## config.mk

```make
export PLATFORM = sky130hd
export DESIGN_NAME = frame_luma_auto_exposure
export DESIGN_NICKNAME = d
export VERILOG_FILES = /design/src/design/fla_pkg.sv /design/src/design/frame_luma_auto_exposure.sv /design/src/design/fla_in_stage.sv /design/src/design/fla_update.sv
export SDC_FILE = /design/constraint.sdc
export NUM_CORES = 1
export LEC_CHECK = 0
export ABC_AREA = 1
export BUFFER_PORTS_ARGS = -buffer_cell sky130_fd_sc_hd__buf_2
export CORE_MARGIN = 3
export CORE_UTILIZATION = 60
export CTS_CLUSTER_SIZE = 24
export DETAILED_ROUTE_END_ITERATION = 12
export GPL_ROUTABILITY_DRIVEN = 0
export PLACE_DENSITY = 0.86
export SYNTH_ARGS = -nofsm -noshare
export SYNTH_HDL_FRONTEND = slang
export SYNTH_HIERARCHICAL = 1
export SYNTH_SLANG_ARGS = --single-unit
```

## constraint.sdc

```tcl
create_clock -name clk -period 8.82 [get_ports clk]
set_input_delay 0.441 -clock clk [delete_from_list [all_inputs] [get_ports clk]]
set_output_delay 0.441 -clock clk [all_outputs]
set_load 0.005 [all_outputs]
```

## src/design/fla_pkg.sv

```systemverilog
`timescale 1ns / 1ps
// ----------------------------------------------------------------------------
// fla_pkg: shared types and constants for the frame luma auto exposure block
// Word layout, exposure status codes, register indexes and reset values.
// ----------------------------------------------------------------------------
package fla_pkg;

  localparam int unsigned LumaW   = 16;
  localparam int unsigned RawW    = 8;
  localparam int unsigned CfgIdxW = 2;

  // Nominal frame size in bytes; the last_in_frame mark alone closes a frame
  localparam int unsigned FrameBytes = 3584;

  localparam logic [RawW-1:0]  InvertMask  = 8'hFF;
  localparam int unsigned      DeltaShift  = 9;
  localparam logic [LumaW-1:0] SumMax      = 16'hFFFF;
  localparam logic [LumaW-1:0] MinReset    = 16'd16;
  localparam logic [LumaW-1:0] MaxReset    = 16'hFFFF;
  localparam logic [LumaW-1:0] TargetReset = 16'd21504;
  localparam logic [LumaW-1:0] ExpoReset   = MaxReset >> 1;

  // Configuration register indexes
  localparam logic [CfgIdxW-1:0] RegMinExposure = 2'd0;
  localparam logic [CfgIdxW-1:0] RegMaxExposure = 2'd1;
  localparam logic [CfgIdxW-1:0] RegTargetLuma  = 2'd2;

  typedef enum logic [1:0] {
    ST_IN_RANGE = 2'd0,
    ST_DARK     = 2'd1,
    ST_BRIGHT   = 2'd2
  } fla_status_t;

  typedef struct packed {
    logic [RawW-1:0] raw_byte;
    logic            last_in_frame;
  } fla_word_t;

  typedef struct packed {
    logic [LumaW-1:0] expo_floor;
    logic [LumaW-1:0] expo_ceiling;
    logic [LumaW-1:0] target_luma;
  } fla_cfg_t;

endpackage

```

## src/design/frame_luma_auto_exposure.sv

```systemverilog
`timescale 1ns / 1ps
// ----------------------------------------------------------------------------
// frame_luma_auto_exposure: sensor byte inversion and frame auto exposure
// Inverts each sensor byte, sums its pixel luma per frame and updates the
// exposure level at every frame end.
// ----------------------------------------------------------------------------
// Usage:
//   Input channel (in_valid / in_stall): one raw sensor word per accept,
//   with in_last_in_frame marking the final byte of a frame.
//   Output channel (out_valid / out_stall): exactly one result word per
//   input word, in order: the inverted byte, the frame end flag, and the
//   exposure value and status after any update.
//   An accepted word sits in the input register, then the accumulate
//   and clamp logic feeds the result register, where out_valid rises.
//   Throughput is one word per cycle while the receiver does not stall;
//   the accumulate and clamp path between the two registers is the
//   only per-word work.
//   When the receiver stalls, the result register holds; the input register
//   takes one more word, then in_stall rises until the result is taken.
//   Reset clears the luma sum, sets exposure to half the maximum reset,
//   status to in range, and loads register reset values.
//   Write cfg_* only while no word is in flight.
// ----------------------------------------------------------------------------
module frame_luma_auto_exposure (
  input  logic                         clk,
  input  logic                         rst_n,
  input  logic                         in_valid,
  output logic                         in_stall,
  input  logic [fla_pkg::RawW-1:0]     in_raw_byte,
  input  logic                         in_last_in_frame,
  output logic                         out_valid,
  input  logic                         out_stall,
  output logic [fla_pkg::RawW-1:0]     out_pixel_out,
  output logic                         out_frame_end,
  output logic [fla_pkg::LumaW-1:0]    out_exposure_value,
  output logic [1:0]                   out_exposure_status,
  input  logic                         cfg_we,
  input  logic [fla_pkg::CfgIdxW-1:0]  cfg_index,
  input  logic [fla_pkg::LumaW-1:0]    cfg_wdata
);
  import fla_pkg::*;

  fla_cfg_t         cfg_r;
  fla_word_t        in_word;
  fla_word_t        s1_word;
  logic             s1_valid;
  logic             s1_adv;
  logic             out_free;
  logic [RawW-1:0]  pixel;
  logic [LumaW-1:0] exposure_nxt;
  fla_status_t      status_nxt;
  logic             out_valid_r;
  logic [RawW-1:0]  pixel_r;
  logic             frame_end_r;
  logic [LumaW-1:0] exposure_r;
  fla_status_t      status_r;

  // Configuration registers
  always_ff @(posedge clk) begin
    if (!rst_n) begin
      cfg_r.expo_floor   <= MinReset;
      cfg_r.expo_ceiling <= MaxReset;
      cfg_r.target_luma  <= TargetReset;
    end else if (cfg_we) begin
      case (cfg_index)
        RegMinExposure: cfg_r.expo_floor   <= cfg_wdata;
        RegMaxExposure: cfg_r.expo_ceiling <= cfg_wdata;
        RegTargetLuma:  cfg_r.target_luma  <= cfg_wdata;
        default: ;
      endcase
    end
  end

  assign in_word.raw_byte      = in_raw_byte;
  assign in_word.last_in_frame = in_last_in_frame;
  assign out_free              = !out_valid_r || !out_stall;

  fla_in_stage u_in_stage (
    .clk      (clk),
    .rst_n    (rst_n),
    .in_valid (in_valid),
    .in_stall (in_stall),
    .in_word  (in_word),
    .out_free (out_free),
    .s1_valid (s1_valid),
    .s1_adv   (s1_adv),
    .s1_word  (s1_word)
  );

  fla_update u_update (
    .clk          (clk),
    .rst_n        (rst_n),
    .fire         (s1_adv),
    .word         (s1_word),
    .cfg          (cfg_r),
    .pixel        (pixel),
    .exposure_nxt (exposure_nxt),
    .status_nxt   (status_nxt)
  );

  // Result register: load on advance, drop when taken
  always_ff @(posedge clk) begin
    if (!rst_n) begin
      out_valid_r <= 1'b0;
    end else if (s1_adv) begin
      out_valid_r <= 1'b1;
    end else if (!out_stall) begin
      out_valid_r <= 1'b0;
    end
  end

  always_ff @(posedge clk) begin
    if (s1_adv) begin
      pixel_r     <= pixel;
      frame_end_r <= s1_word.last_in_frame;
      exposure_r  <= exposure_nxt;
      status_r    <= status_nxt;
    end
  end

  assign out_valid           = out_valid_r;
  assign out_pixel_out       = pixel_r;
  assign out_frame_end       = frame_end_r;
  assign out_exposure_value  = exposure_r;
  assign out_exposure_status = status_r;

`ifndef NO_ASSERTIONS
  // A held word must back-pressure the input while the result is stalled
  assert property (@(posedge clk) disable iff (!rst_n)
    (s1_valid && out_valid_r && out_stall) |-> in_stall)
    else $error("input not stalled while both stages are full");

  // Clamped-high frame ends report the maximum exposure
  assert property (@(posedge clk) disable iff (!rst_n)
    (out_valid_r && frame_end_r && status_r == ST_DARK)
      |-> (exposure_r == cfg_r.expo_ceiling))
    else $error("dark status without max exposure");

  // Clamped-low frame ends report the minimum exposure
  assert property (@(posedge clk) disable iff (!rst_n)
    (out_valid_r && frame_end_r && status_r == ST_BRIGHT)
      |-> (exposure_r == cfg_r.expo_floor))
    else $error("bright status without min exposure");
`endif

endmodule

```

## src/design/fla_in_stage.sv

```systemverilog
`timescale 1ns / 1ps
// ----------------------------------------------------------------------------
// fla_in_stage: input register
// Captures one sensor word and holds it until the result register is free.
// ----------------------------------------------------------------------------
module fla_in_stage (
  input  logic               clk,
  input  logic               rst_n,
  input  logic               in_valid,
  output logic               in_stall,
  input  fla_pkg::fla_word_t in_word,
  input  logic               out_free,
  output logic               s1_valid,
  output logic               s1_adv,
  output fla_pkg::fla_word_t s1_word
);
  import fla_pkg::*;

  logic      valid_r;
  logic      valid_nxt;
  fla_word_t word_r;

  // Advance into the result register whenever it can take a word
  assign s1_adv   = valid_r && out_free;
  assign in_stall = valid_r && !out_free;
  assign s1_valid = valid_r;
  assign s1_word  = word_r;

  always_comb begin
    valid_nxt = valid_r;
    if (in_valid && !in_stall) begin
      valid_nxt = 1'b1;
    end else if (s1_adv) begin
      valid_nxt = 1'b0;
    end
  end

  always_ff @(posedge clk) begin
    if (!rst_n) begin
      valid_r <= 1'b0;
    end else begin
      valid_r <= valid_nxt;
    end
  end

  // Load payload on accept; hold otherwise
  always_ff @(posedge clk) begin
    if (in_valid && !in_stall) begin
      word_r <= in_word;
    end
  end

endmodule

```

## src/design/fla_update.sv

```systemverilog
`timescale 1ns / 1ps
// ----------------------------------------------------------------------------
// fla_update: luma accumulation and exposure update
// Holds the frame luma sum, exposure level and last status, and updates
// them once per advanced word; presents the post-update values.
// ----------------------------------------------------------------------------
module fla_update (
  input  logic                        clk,
  input  logic                        rst_n,
  input  logic                        fire,
  input  fla_pkg::fla_word_t          word,
  input  fla_pkg::fla_cfg_t           cfg,
  output logic [fla_pkg::RawW-1:0]    pixel,
  output logic [fla_pkg::LumaW-1:0]   exposure_nxt,
  output fla_pkg::fla_status_t        status_nxt
);
  import fla_pkg::*;

  logic [LumaW-1:0]        luma_sum_r;
  logic [LumaW-1:0]        luma_sum_nxt;
  logic [LumaW-1:0]        exposure_r;
  fla_status_t             status_r;
  logic [RawW-1:0]         data;
  logic [3:0]              add;
  logic [LumaW:0]          sum_ext;
  logic [LumaW-1:0]        sat_sum;
  logic signed [LumaW:0]   diff;
  logic signed [LumaW:0]   delta;
  logic signed [LumaW+1:0] next_lvl;
  logic signed [LumaW+1:0] max_ext;
  logic signed [LumaW+1:0] min_ext;

  // Invert and sum the four 2-bit pixels
  always_comb begin
    data    = word.raw_byte ^ InvertMask;
    add     = {2'b00, data[7:6]} + {2'b00, data[5:4]}
            + {2'b00, data[3:2]} + {2'b00, data[1:0]};
    sum_ext = {1'b0, luma_sum_r} + {{(LumaW-3){1'b0}}, add};
    sat_sum = sum_ext[LumaW] ? SumMax : sum_ext[LumaW-1:0];
  end

  assign pixel = data;

  // Floor-shifted error, then clamp with the upper bound tested first
  always_comb begin
    diff     = $signed({1'b0, cfg.target_luma}) - $signed({1'b0, sat_sum});
    delta    = diff >>> DeltaShift;
    next_lvl = $signed({2'b00, exposure_r}) + $signed({delta[LumaW], delta});
    max_ext  = $signed({2'b00, cfg.expo_ceiling});
    min_ext  = $signed({2'b00, cfg.expo_floor});
    exposure_nxt = exposure_r;
    status_nxt   = status_r;
    luma_sum_nxt = sat_sum;
    if (word.last_in_frame) begin
      luma_sum_nxt = '0;
      if (next_lvl > max_ext) begin
        exposure_nxt = cfg.expo_ceiling;
        status_nxt   = ST_DARK;
      end else if (next_lvl < min_ext) begin
        exposure_nxt = cfg.expo_floor;
        status_nxt   = ST_BRIGHT;
      end else begin
        exposure_nxt = next_lvl[LumaW-1:0];
        status_nxt   = ST_IN_RANGE;
      end
    end
  end

  always_ff @(posedge clk) begin
    if (!rst_n) begin
      luma_sum_r <= '0;
      exposure_r <= ExpoReset;
      status_r   <= ST_IN_RANGE;
    end else if (fire) begin
      luma_sum_r <= luma_sum_nxt;
      exposure_r <= exposure_nxt;
      status_r   <= status_nxt;
    end
  end

endmodule
```

# Word-level counts from Yosys, hierarchy flattened
# Index checks and enable logic that the tools add are counted.
[classes] addsub=6 order_cmp=2 eq_ne=3 mux=12 bitwise=1 reduce_logical=13
[ops] op="16-bit two-way mux" count=5
[ops] op="17-bit by 8-bit adder with 18-bit output" count=1
[ops] op="18-bit by 17-bit > comparator with 1-bit output" count=1
[ops] op="18-bit by 17-bit less-than comparator with 1-bit output" count=1
[ops] op="16-bit by 4-bit adder with 17-bit output" count=1
[ops] op="16-bit by 16-bit subtractor with 17-bit output" count=1
[ops] op="4-bit by 2-bit adder with 4-bit output" count=2
[ops] op="8-bit NOT" count=1
[ops] op="2-bit two-way mux" count=3
[ops] op="2-bit AND reduction" count=3
[ops] op="1-bit logical NOT" count=4
[ops] op="1-bit two-way mux" count=4
[ops] op="2-bit by 2-bit adder with 3-bit output" count=1
[ops] op="1-bit logical AND" count=3
[ops] op="2-bit by 1-bit equality test with 1-bit output (second input constant)" count=1
[ops] op="2-bit equality test (second input constant)" count=1
[ops] op="2-bit logical NOT" count=1
[ops] op="2-bit by 1-bit != test with 1-bit output (second input constant)" count=1
[ops] op="2-bit nonzero test" count=1
[ops] op="1-bit logical OR" count=1
[word_totals] register_bits=120 input_bits=32 output_inout_bits=29 elab_cells=51

# Logic depth before layout (Yosys ltp)
# Gate-level depths: netlist of the first run.
[depth] depth_word=12 depth_mapped=58 mapped_depth_nobuf=56

# Hierarchy
# The synthesis of the first run kept the hierarchy.
[by_module_without_submodules] mod="fla_update" n_inst=1 cells_per_inst=788 area_each_um2=4979.8
[by_module_without_submodules] mod="frame_luma_auto_exposure" n_inst=1 cells_per_inst=308 area_each_um2=2821.5
[by_module_without_submodules] mod="fla_in_stage" n_inst=1 cells_per_inst=19 area_each_um2=330.3

# Worst setup path after synthesis of the first run
# No wires, ideal clock.
[synth_timing] path_type="flip-flop to flip-flop" from="register u_in_stage.word_r (netlist bit u_in_stage/s1_word[5])" to="register exposure_r[7] (netlist: out_exposure_value[7]), data pin" setup_time_ns=0.254 t_arrival_ns=7.750 required_time_ns=8.566 path_slack_ns=0.816 path_stages_with_launch=55 cell_sequence="edfxtp_1 > inv_1 > fa_1 > inv_1 > fa_1 > fa_1 > inv_1 > fa_1 > inv_1 > nor2_2 > nor2_4 > nor2_1 > inv_1 > nor3_1 > inv_1 > nor2_1 > clkbuf_1 > nor2_1 > [... 19 more ...] > o21ai_1 > a31oi_1 > o21ai_0 > xor2_1 > ha_1 > nand2_1 > nor2_1 > a211oi_1 > nand2_1 > nand2_1 > nand2_1 > nor2_1 > nand4_4 > buf_2 > nand3_1 > nand3_2 > nand2_1 > nand2_2"
[synth_between] elab_chain_cells=12 elab_cells_between_ends=13 cone_classes="6 x add/sub; 2 x order compare; 4 x mux; 1 x bitwise"
[synth_lines] item="start: declaration" line="fla_in_stage.sv:21" rtl="fla_word_t word_r;"
[synth_lines] item="start signal: assignment" line="fla_in_stage.sv:49" rtl="word_r <= in_word;"
[synth_lines] item="8-bit NOT (no line) (*)"
[synth_lines] item="named net pixel[4]" line="frame_luma_auto_exposure.sv:49" rtl="logic [RawW-1:0] pixel;"
[synth_lines] item="2-bit by 2-bit adder with 3-bit output (*)" line="fla_update.sv:36" rtl="add = {2'b00, data[7:6]} + {2'b00, data[5:4]}"
[synth_lines] item="4-bit by 2-bit adder with 4-bit output (*) (2 in series)" line="fla_update.sv:37" rtl="+ {2'b00, data[3:2]} + {2'b00, data[1:0]};"
[synth_lines] item="16-bit by 4-bit adder with 17-bit output (*)" line="fla_update.sv:38" rtl="sum_ext = {1'b0, luma_sum_r} + {{(LumaW-3){1'b0}}, add};"
[synth_lines] item="16-bit two-way mux (*)" line="fla_update.sv:39" rtl="sat_sum = sum_ext[LumaW] ? SumMax : sum_ext[LumaW-1:0];"
[synth_lines] item="16-bit by 16-bit subtractor with 17-bit output (*)" line="fla_update.sv:46" rtl="diff = $signed({1'b0, cfg.target_luma}) - $signed({1'b0, sat_sum});"
[synth_lines] item="17-bit by 8-bit adder with 18-bit output (*)" line="fla_update.sv:48" rtl="next_lvl = $signed({2'b00, exposure_r}) + $signed({delta[LumaW], delta});"
[synth_lines] item="18-bit by 17-bit less-than comparator with 1-bit output" line="fla_update.sv:59" rtl="end else if (next_lvl < min_ext) begin"
[synth_lines] item="16-bit two-way mux" line="fla_update.sv:59"
[synth_lines] item="16-bit two-way mux (*)" line="fla_update.sv:56" rtl="if (next_lvl > max_ext) begin"
[synth_lines] item="16-bit two-way mux (*)" line="fla_update.sv:54" rtl="if (word.last_in_frame) begin"
[synth_lines] item="named net exposure_nxt[7]" line="frame_luma_auto_exposure.sv:50" rtl="logic [LumaW-1:0] exposure_nxt;"
[synth_lines] item="end signal: assignment" line="frame_luma_auto_exposure.sv:116" rtl="exposure_r <= exposure_nxt;"
[synth_lines] item="end: declaration" line="frame_luma_auto_exposure.sv:55" rtl="logic [LumaW-1:0] exposure_r;"
# The timed path passes the listed nets; every way through them passes the cells marked *.
# A chain may end at the register's enable or synchronous reset.

# Final worst setup path of the first run
[layout_timing] from="register u_in_stage.word_r (netlist bit u_in_stage/s1_word[5])" to="register exposure_r[9] (netlist: out_exposure_value[9]), data pin"
# The elaborated chain is that of the path after synthesis.

==> results by group, run 1 <==
Final layout
  • Layout cell share with drive strength beyond 1: 14.43%
  • Design Area, Final: 0.009194 mm^2
  • N_diodes: 0
  • Fillcell total: 1013
  • Most frequent cells in the layout: 276 x nand2_1, 156 x inv_1, 90 x nand3_1
  • Final Util: 71.12%
  • Commonest non-fill, non-tap cell in the layout: nand2_1
  • Finished Layout Cells: 1350
  • Multi-input gate area: 0.004649 mm^2
  • FF/Latch Area: 0.002763 mm^2
  • Final net count: 1271
  • Layout Area Growth over Synthesis: 13.06%

Clocking
  • CTS Sinks: between 100 and 150
  • CTS Buf Count: 17
  • CTS HTree Levels: 4
  • Worst skew pair latency: 0.42 ns
  • Root buffer cell: clkbuf_16
  • Post-cts hold buffer count: 0
  • Longest Clk Path Bufs: 2
  • Clock slew at reported path FFs: roughly 0.050 ns
  • TritonCTS clock tree: yes

Timing
  • Worst-Margin Slew: roughly 1.1 ns
  • Setup TNS Final: 0 ns
  • Rel. slew slack: 25.13%
  • Peak Freq: 118.5 MHz
  • Final Setup Violations: 0
  • Clk_skew: ~0.011 ns
  • Hold Violations, Final: 0
  • Setup WS post-layout: roughly 0.38 ns
  • Post-layout min period: 8.438 ns
  • Slew Limit Fails: 0
  • Final period utilization: between 90 and 100%
  • Worst hold slack: ~0.20 ns

Worst setup path
  • Crit path DAT: 8.60 ns
  • R2R Setup Slk: between 0.3 and 0.4 ns
  • Slowest stage cell on the critical path: fa_1
  • Worst r2r src: u_in_stage/s1_word[5]
  • CP Buf/Inv Count: 11
  • Critical Path Max Stage Delay: 0.54 ns
  • Setup CP Type: reg2reg
  • Crit-path most repeated cell: nand2_1
  • Delay-heaviest family, CP: simple AND/OR/NAND/NOR gates
  • R2R Path End: out_exposure_value[9]
  • FF-to-FF path depth: roughly 50
  • Critical Path RT: 8.98 ns
  • Max FO, Critical Path: 12
  • Setup crit end kind: flip-flop
  • Startpoint class of the critical path: flip-flop

Global routing
  • Initial antenna violation count: 0
  • Vias in the first global route: 6782
  • Largest net degree at the start of global routing: 53
  • Aggregate global-route resource usage: between 20% and 30%
  • Grt ovf: 0
  • First-pass GRT wire length: around 33000 um

Placed design
  • Place WS: -0.08458 ns
  • Inst Count DP: approximately 1300
  • Port Buf Inserts: 60
  • Hpwl dp: roughly 15000 um
  • Placed cell areas: 0.008441 mm^2

Hold path
  • Cells on Worst Hold Path: 1
  • Hold Path End: u_in_stage/s1_word[6]
  • Worst Min Path Start: in_raw_byte[5]
  • Worst min-delay path class: in2reg

Drt
  • Via density: 5.590
  • Initial DRT Pass Iterations: 6
  • Via count: 7547
  • Drt drc: 0
  • Routed WL: 19950 um
  • DRT antenna net count: 0
  • Post-DR wirelength/cell: 14.78 um
  • DR iter-0 viols: 702

Logic synthesis
  • Compound-Gate Fraction of Synth Area: 9.863%
  • Multiplexer share of the synthesized area: 0%
  • Post-synthesis sequential element count: 120
  • Post-synthesis sequential area ratio: between 30% and 40%
  • Synth Area in Simple Gates: about 30%
  • Synth async-reset ratio: 0%
  • Cell Area, Synth: just over 0.008 mm^2
  • Main combinational cell family by area after synthesis: simple AND/OR/NAND/NOR gates
  • Main synth FF type: dfxtp_1
  • Synth warnings: 6
  • Number of synthesized flops with an enable pin: 36
  • Syn nets: 1221
  • Synthesized area per cell: 7.293 um^2
  • Post-synthesis xor/xnor area fraction: about 3.0%
  • Post-Synth Adder-Cell Area: 12.03%
  • Netlist cell types: 47
  • Mapped Cells: 1115

Floorplanning
  • I/O Pins: 61
  • Area of the die: between 0.01 and 0.015 mm^2
  • Initial Util: 62.90%
  • Die Y: 122.4 um
  • CORE AREA: approximately 0.013 mm^2
  • Row count: 41
  • Die Wd: 122.4 um

Pwr
  • VDD IR max: 0.0001357 V
  • Pwr Total: 2.165 mW
  • Pwr/cell area: about 240 mW/mm^2
  • Leak: 4.510 nW

Run
  • Max Cap Violations: 0

Run status
  • Status: finished clean
[logic make-up (layout without fill, tap and decap cells)]
kind of cell | Yosys count | after routing
AOI/OAI and AO/OA | 147 | 147
xor gates and xnor gates | 26 | 26
adders and majority gates | 74 | 74
buffers and inverters | 200 | 263
DFF | 120 | 120
and+or+nand+nor | 548 | 548
[final cells by class]
type                       instances  area share, %
sequential                       120          30.05
timing repair buffer              72          4.369
clock buffer                      19          4.709
inverter                         159          6.492
tap                              172          2.341
multi-input combinational        795          50.57
clock inverter                    13          1.470
[worst register-to-register path: cells and delay by family (launching register included)]
kind / cells / cell delay [ns]
XOR/XNOR: 2 / 0.29
buffers and inverters: 11 / 1.14
AND/OR/NAND/NOR: 24 / 2.65
AO/OA/AOI/OAI: 7 / 1.16
flip-flops: 1 / 0.32
adder cells (fa/ha/maj): 7 / 2.62
[cells in the mapped netlist, drive strengths merged, types with 2 or more instances]
cell type	count	area share, %
o21ai	34	2.1
ha	67	10
a21boi	3	0.28
a21o	2	0.18
nor3	10	0.62
a211oi	4	0.37
or2	5	0.38
nor2	89	4.4
nand2	305	15
and2	2	0.15
xnor2	11	1.2
nand3b	2	0.18
fa	7	1.7
a31oi	4	0.31
and3	2	0.15
clkbuf	15	0.69
nand3	102	7.0
a21oi	90	5.5
xor2	15	1.8
edfxtp	36	13
inv	158	7.3
nor4	6	0.46
nand4	24	2.0
o2111ai	4	0.43
dfxtp	84	21
o211ai	3	0.28
buf	26	2.3
[repair_timing]
action / CTS / global route
setup endpoints to repair: 34 / 36
endpoints found under the hold margin: 0 / 0
setup buffers: 1 / 6
pin swaps: 1 / 11
gates resized for setup: 3 / 30
cloned: 0 / 0
[report_power, final]
part	internal (mW)	switching, mW
combinational	0.322	0.534
sequential	0.613	0.0222
clock	0.435	0.239
[registers in the layout, indices dropped and copies added, names as in the netlist, 2 cells and up]
register	cells
cfg_r	48
out_exposure_status	2
out_exposure_value	16
out_pixel_out	8
u_in_stage/s1_word	9
u_update/exposure_r	16
u_update/luma_sum_r	16
u_update/status_r	2
[how the worst max path moves through the flow]
stage,startpoint,to,cells past startpoint
after detailed placement,u_in_stage/s1_word[5],u_update/exposure_r[10],56
after global routing,u_in_stage/s1_word[5],out_exposure_value[10],56
final,u_in_stage/s1_word[5],out_exposure_value[9],51
after CTS,u_in_stage/s1_word[5],u_update/exposure_r[8],56
after floorplan,u_in_stage/s1_word[5],out_exposure_value[7],54
after global placement,u_in_stage/s1_word[5],u_update/exposure_r[10],47
[layer usage]
| metal | track usage [%] | part of all wire, % | vias up |
|---|---|---|---|
| met1 | 39.29 | 46 | 3413 |
| met5 | 0 | 0 | - |
| met3 | 5.069 | 7.4 | 52 |
| met4 | 9.797 | 2.4 | 0 |
| met2 | 40.71 | 45 | 344 |
| li1 | - | - | 3738 |
(Power assumes the default switching activity.)
==> run 2, diff against run 1 <==
--- a/config.mk
+++ b/config.mk
@@ -15,5 +15,4 @@
 export PLACE_DENSITY = 0.86
 export SYNTH_ARGS = -nofsm -noshare
 export SYNTH_HDL_FRONTEND = slang
-export SYNTH_HIERARCHICAL = 1
 export SYNTH_SLANG_ARGS = --single-unit
==> run 2 against run 1 <==
  * Sequential share of layout area down 0.46 points
  * Combinational power up 21%
  * Critical endpoint is now u_update.exposure_r[2]
  * Non-clock buffer count up 29
  * Total power up 6.9%
  * Via count down 1.5%
  * Flip-flop and latch count unchanged
  * Critical path depth up 1
  * Clock-buffer cell count up 1
  * Area after synthesis down 5.1%
==> results by group, run 2 <==
Run status
  • Status: finished clean

Timing
  • Post-layout min period: approximately 9 ns
  • Slew Limit Fails: 0
  • Setup WS post-layout: roughly 0.027 ns
  • Final Setup Violations: 0
  • Final period utilization: 99.69%
  • Worst-Margin Slew: approximately 1.2 ns
  • Peak Freq: between 100 and 150 MHz
  • Clk_skew: 0.008381 ns
  • Hold Violations, Final: 0
  • Worst hold slack: 0.1817 ns
  • Rel. slew slack: 21.94%

Logic synthesis
  • Post-synthesis sequential element count: 120
  • Synthesized area per cell: 7.623 um^2
  • Syn nets: 1119
  • Synth area leader: dfxtp_1
  • Main synth FF type: dfxtp_1
  • Synth async-reset ratio: 0%
  • Netlist cell types: 46
  • Synth warnings: 0
  • Most frequent cells after synthesis: 257 x nand2_1, 120 x inv_1, 94 x a21oi_1
  • Cell Area, Synth: 0.007715 mm^2
  • Synth area leaders: dfxtp_1 22%, edfxtp_1 14%, nand2_1 13%
  • Number of synthesized flops with an enable pin: 36
  • Post-synthesis sequential area ratio: 35.81%
  • Count leader, synth: nand2_1
  • Mapped Cells: roughly 1000
  • Yosys top cell area share: 21.80%

Hold path
  • Worst Min Path Start: in_raw_byte[7]
  • Worst min-delay path class: in2reg
  • Hold Path End: u_in_stage.s1_word[8]
  • Cells on Worst Hold Path: 1

Pwr
  • Leak: 4.275 nW
  • VDD IR max: between 0.00015 and 0.0002 V
  • Pwr/cell area: around 250 mW/mm^2

Global routing
  • Aggregate global-route resource usage: roughly a quarter
  • Grt ovf: 0
  • Vias in the first global route: 6221
  • Largest net degree at the start of global routing: 49
  • Initial antenna violation count: 0
  • First-pass GRT wire length: roughly 30000 um

Worst setup path
  • R2R Setup Slk: 0.03 ns
  • Crit. path cell count: 52
  • R2R Path End: u_update.exposure_r[2]
  • Crit-path most repeated cell: nand2_2
  • Setup crit end kind: flip-flop
  • Critical Path Max Stage Delay: 0.52 ns
  • Startpoint class of the critical path: flip-flop
  • Worst r2r src: u_in_stage.s1_word[7]
  • Max FO, Critical Path: 8
  • Critical Path RT: between 9 and 10 ns
  • CP Buf/Inv Count: 4
  • FF-to-FF path depth: 52
  • Slowest stage cell on the critical path: fa_1
  • Delay-heaviest family, CP: adder cells
  • Crit path DAT: 9.17 ns
  • Setup CP Type: reg2reg

Clocking
  • TritonCTS clock tree: yes
  • Longest Clk Path Bufs: 2
  • CTS Buf Count: 17
  • Worst skew pair latency: between 0.4 and 0.5 ns
  • Root buffer cell: clkbuf_16
  • CTS HTree Levels: 4
  • Post-cts hold buffer count: 0
  • Clock slew at reported path FFs: ~0.060 ns
  • CTS Sinks: 120

Final layout
  • Max FFs per register: 48
  • Final net count: 1205
  • Design Area, Final: roughly 0.0093 mm^2
  • Most frequent cells in the layout: 241 x nand2_1, 115 x inv_1, 84 x dfxtp_1
  • Fillcell total: 839
  • Layout cell share with drive strength beyond 1: roughly a quarter
  • N_diodes: 0
  • Layout Area Growth over Synthesis: 21.00%
  • Biggest register: cfg_r
  • Commonest non-fill, non-tap cell in the layout: nand2_1

Drt
  • Via count: 7436
  • DRT antenna net count: 0
  • Drt drc: 0
  • Initial DRT Pass Iterations: 5
  • DR iter-0 viols: about 950
  • Post-DR wirelength/cell: around 17 um
  • Routed WL: 21510 um
  • Via density: 5.814

Floorplanning
  • CORE AREA: approximately 0.012 mm^2
  • I/O Pins: 61
  • Die Y: between 100 and 150 um
  • Row count: 40
  • Initial Util: 62.66%
  • Die Wd: approximately 120 um
  • Area of the die: 0.01426 mm^2

Placed design
  • Placed cell areas: slightly above 0.008 mm^2
  • Port Buf Inserts: 60
  • Place WS: 0.005715 ns
  • Hpwl dp: approximately 14000 um

Run
  • Max Cap Violations: 0
==> run 2: cell count changes in the layout (fill, tap and decap cells not counted), sizes merged, moves of 17 or more <==
| cell | before | now |
|---|---|---|
| inv | 158 | 126 |
| nor2 | 89 | 59 |
| nand3 | 102 | 71 |
| o211ai | 3 | 20 |
| buf | 72 | 101 |
| nand4 | 24 | 7 |
==> run 2: worst max-delay path by stage <==
| stage | to | startpoint | slack [ns] |
|---|---|---|---|
| after detailed placement | u_update.exposure_r[14] | u_in_stage.s1_word[5] | 0.006 |
| after global routing | u_update.exposure_r[2] | u_in_stage.s1_word[7] | -0.47 |
| after global placement | u_update.exposure_r[13] | u_in_stage.s1_word[5] | 0.28 |
| after floorplan | out_exposure_value[1] | u_in_stage.s1_word[5] | 0.66 |
| final | u_update.exposure_r[2] | u_in_stage.s1_word[7] | 0.03 |
| after CTS | u_update.exposure_r[12] | u_in_stage.s1_word[5] | 0.02 |
==> run 2: what timing repair did <==
item	CTS	global route
endpoints found under the hold margin	0	0
gates resized for setup	1	99
setup buffers	1	30
pin swaps	1	68
endpoints found under the setup margin	8	36
==> run 2: per-stage QoR <==
step / setup TNS, ns / power (mW) / utilization, % / cells
after CTS: 0 / 2.038 / 70.54 / 1249
after global placement: 0 / 1.357 / 65.92 / 1216
after detailed placement: 0 / 1.386 / 65.92 / 1216
after floorplan: 0 / 1.226 / - / 1012
final: 0 / 2.316 / 75.82 / 1279
after global routing: -13.78 / 2.423 / 75.82 / 1279
==> run 2: cell families after synthesis <==
group	share of synthesized area, %
adders and majority gates	12.75
DFF	35.81
xor gates and xnor gates	2.968
buffers and inverters	9.017
and+or+nand+nor	26.63
AOI/OAI and AO/OA	12.83
==> run 2: final cells by class <==
type                            instances  area, um^2  share of cell area, %
Tap cell                              168       210.2                  2.252
Clock buffer                           20       459.2                  4.919
Inverter                              133       501.7                  5.375
Multi-Input combinational cell        725        4669                  50.02
Clock inverter                         12       92.59                 0.9918
Sequential cell                       120        2763                  29.59
Timing Repair Buffer                  101       639.4                  6.849
==> run 2: per-layer routing <==
layer / vias to the layer above / track usage [%] / part of all wire (%)
met5: - / 0 / 0
met3: 83 / 7.312 / 11
met4: 0 / 10.45 / 4.1
met2: 474 / 37.90 / 44
li1: 3504 / - / -
met1: 3375 / 37.89 / 41
==> run 2: report_power, final <==
group,leakage [nW],switching [mW],total [mW],internal [mW]
Sequential,1.03,0.0207,0.632,0.611
Clock,0.269,0.263,0.641,0.378
Combinational,2.98,0.621,1.04,0.422
==> run 3, diff against run 2 <==
--- a/config.mk
+++ b/config.mk
@@ -12,7 +12,7 @@
 export CTS_CLUSTER_SIZE = 24
 export DETAILED_ROUTE_END_ITERATION = 12
 export GPL_ROUTABILITY_DRIVEN = 0
-export PLACE_DENSITY = 0.86
+export PLACE_DENSITY = 0.81
 export SYNTH_ARGS = -nofsm -noshare
 export SYNTH_HDL_FRONTEND = slang
 export SYNTH_SLANG_ARGS = --single-unit
==> run 3 against run 2 <==
  * Largest cell class unchanged
  * Non-clock buffer count decreased by 15
  * Critical endpoint is now out_exposure_value[1]
  * Largest power group unchanged
  * Final area decreased by 2.0%
  * Sequential share of layout area increased by 0.62 points
==> results by group, run 3 (same netlist as run 2, synthesis figures left out) <==
Run status
  • Status: finished clean

Final layout
  • Max FFs per register: 48
  • Design Area, Final: roughly 0.009 mm^2
  • Finished Layout Cells: about 1300
  • Commonest non-fill, non-tap cell in the layout: nand2_1
  • Final Util: 74.28%
  • Layout cell share with drive strength beyond 1: between 10% and 20%
  • Final net count: 1191
  • Biggest register: cfg_r
  • N_diodes: 0
  • Layout Area Growth over Synthesis: 18.54%
  • Most frequent cells in the layout: 256 x nand2_1, 119 x inv_1, 87 x a21oi_1

Floorplanning
  • Row count: 40
  • I/O Pins: 61
  • Area of the die: between 0.01 and 0.015 mm^2
  • Initial Util: between 60 and 70%
  • Die Wd: between 100 and 150 um
  • CORE AREA: 0.01231 mm^2
  • Die Y: 119.4 um

Pwr
  • Clock power share: 32.4%
  • VDD IR max: 0.0001498 V
  • Sw power: about 0.82 mW
  • Pwr/cell area: roughly 250 mW/mm^2
  • Combinational fraction of design power: 39.6%
  • Sw frac: 36.42%
  • Int Pwr: 1.435 mW
  • Pwr Total: 2.258 mW
  • Leak: about 4.2 nW
  • Part of the power in registers: 28.0%

Clocking
  • Clock slew at reported path FFs: 0.06 ns
  • CTS Buf Count: 17
  • TritonCTS clock tree: yes
  • Root buffer cell: clkbuf_16
  • CTS HTree Levels: 4
  • CTS Sinks: 120
  • Worst skew pair latency: 0.43 ns
  • Longest Clk Path Bufs: 2
  • Post-cts hold buffer count: 0

Drt
  • DRT antenna net count: 0
  • Routed WL: between 15000 and 20000 um
  • Initial DRT Pass Iterations: 5
  • Post-DR wirelength/cell: approximately 16 um
  • Drt drc: 0
  • Via density: about 5.6
  • DR iter-0 viols: 668
  • Via count: a little over 7000

Run
  • Max Cap Violations: 0

Global routing
  • Grt ovf: 0
  • First-pass GRT wire length: between 30000 and 40000 um
  • Vias in the first global route: 6057
  • Aggregate global-route resource usage: a little over a quarter
  • Largest net degree at the start of global routing: 49
  • Initial antenna violation count: 0

Timing
  • Final period utilization: between 90% and 100%
  • Final Setup Violations: 0
  • Worst-Margin Slew: 0.9915 ns
  • Worst hold slack: 0.1899 ns
  • Setup TNS Final: 0 ns
  • Clk_skew: roughly 0.006 ns
  • Setup WS post-layout: 0.2430 ns
  • Hold Violations, Final: 0
  • Rel. slew slack: 33.65%
  • Post-layout min period: 8.577 ns
  • Peak Freq: 116.6 MHz
  • Slew Limit Fails: 0

Placed design
  • Inst Count DP: 1215
  • Placed cell areas: 0.008109 mm^2
  • Port Buf Inserts: 60
  • Place WS: 0.07120 ns
  • Hpwl dp: 13410 um

Worst setup path
  • Crit path DAT: 8.75 ns
  • Startpoint class of the critical path: flip-flop
  • Critical Path Max Stage Delay: roughly 0.49 ns
  • Setup crit end kind: flip-flop
  • Setup CP Type: reg2reg
  • Slowest stage cell on the critical path: fa_1
  • Max FO, Critical Path: 5
  • Crit-path most repeated cell: nand2_1
  • Critical Path RT: 9.00 ns

Hold path
  • Worst min-delay path class: in2reg
run 3: final timing paths:
| check | from | end | slack, ns | cells after the start |
|---|---|---|---|---|
| max | u_in_stage.s1_word[7] | out_exposure_value[1] | 0.24 | 47 |
| min reg2reg | cfg_r[1] | cfg_r[1] | 0.47 | 2 |
| max reg2reg | u_in_stage.s1_word[7] | out_exposure_value[1] | 0.24 | 47 |
| min | in_raw_byte[7] | u_in_stage.s1_word[8] | 0.19 | 1 |
run 3: power by group through the flow:
stage	combinational [mW]	clock [mW]	sequential, mW
2_1_floorplan	0.590	0	0.636
3_3_place_gp	0.716	0	0.640
3_5_place_dp	0.732	0	0.640
4_1_cts	0.748	0.737	0.629
5_1_grt	0.993	0.765	0.634
6_report	0.895	0.732	0.631
run 3: area by class of cell:
| class | instances | area [um^2] |
|---|---|---|
| fill | 927 | 3167 |
| clock buffer | 18 | 429.2 |
| clock inverter | 14 | 197.7 |
| inverter | 133 | 503.0 |
| tap | 168 | 210.2 |
| multi-input combinational | 726 | 4536 |
| sequential | 120 | 2763 |
| timing repair buffer | 86 | 506.7 |
run 3: layer usage:
layer	global-route usage (%)	vias up	share of wire [%]
li1	-	3473	-
met1	40.28	3234	46
met2	37.90	300	44
met3	5.603	30	8.0
met4	7.588	0	1.5
met5	0	-	0
run 3: worst max-delay path, delay by kind of cell, from the launching register on:
| family | cells | cell delay [ns] |
|---|---|---|
| fa+ha+maj | 9 | 3.07 |
| simple gates | 24 | 2.69 |
| xor+xnor | 2 | 0.37 |
| buf+inv | 4 | 0.51 |
| compound gates | 8 | 1.33 |
| flops | 1 | 0.35 |
run 3: what timing repair did:
action / 4_1_cts / 5_1_grt
gates cloned: 0 / 1
resized for setup: 1 / 50
endpoints found under the hold margin: 0 / 0
setup endpoints to repair: 3 / 36
pin swaps: 0 / 18
setup buffers: 0 / 17
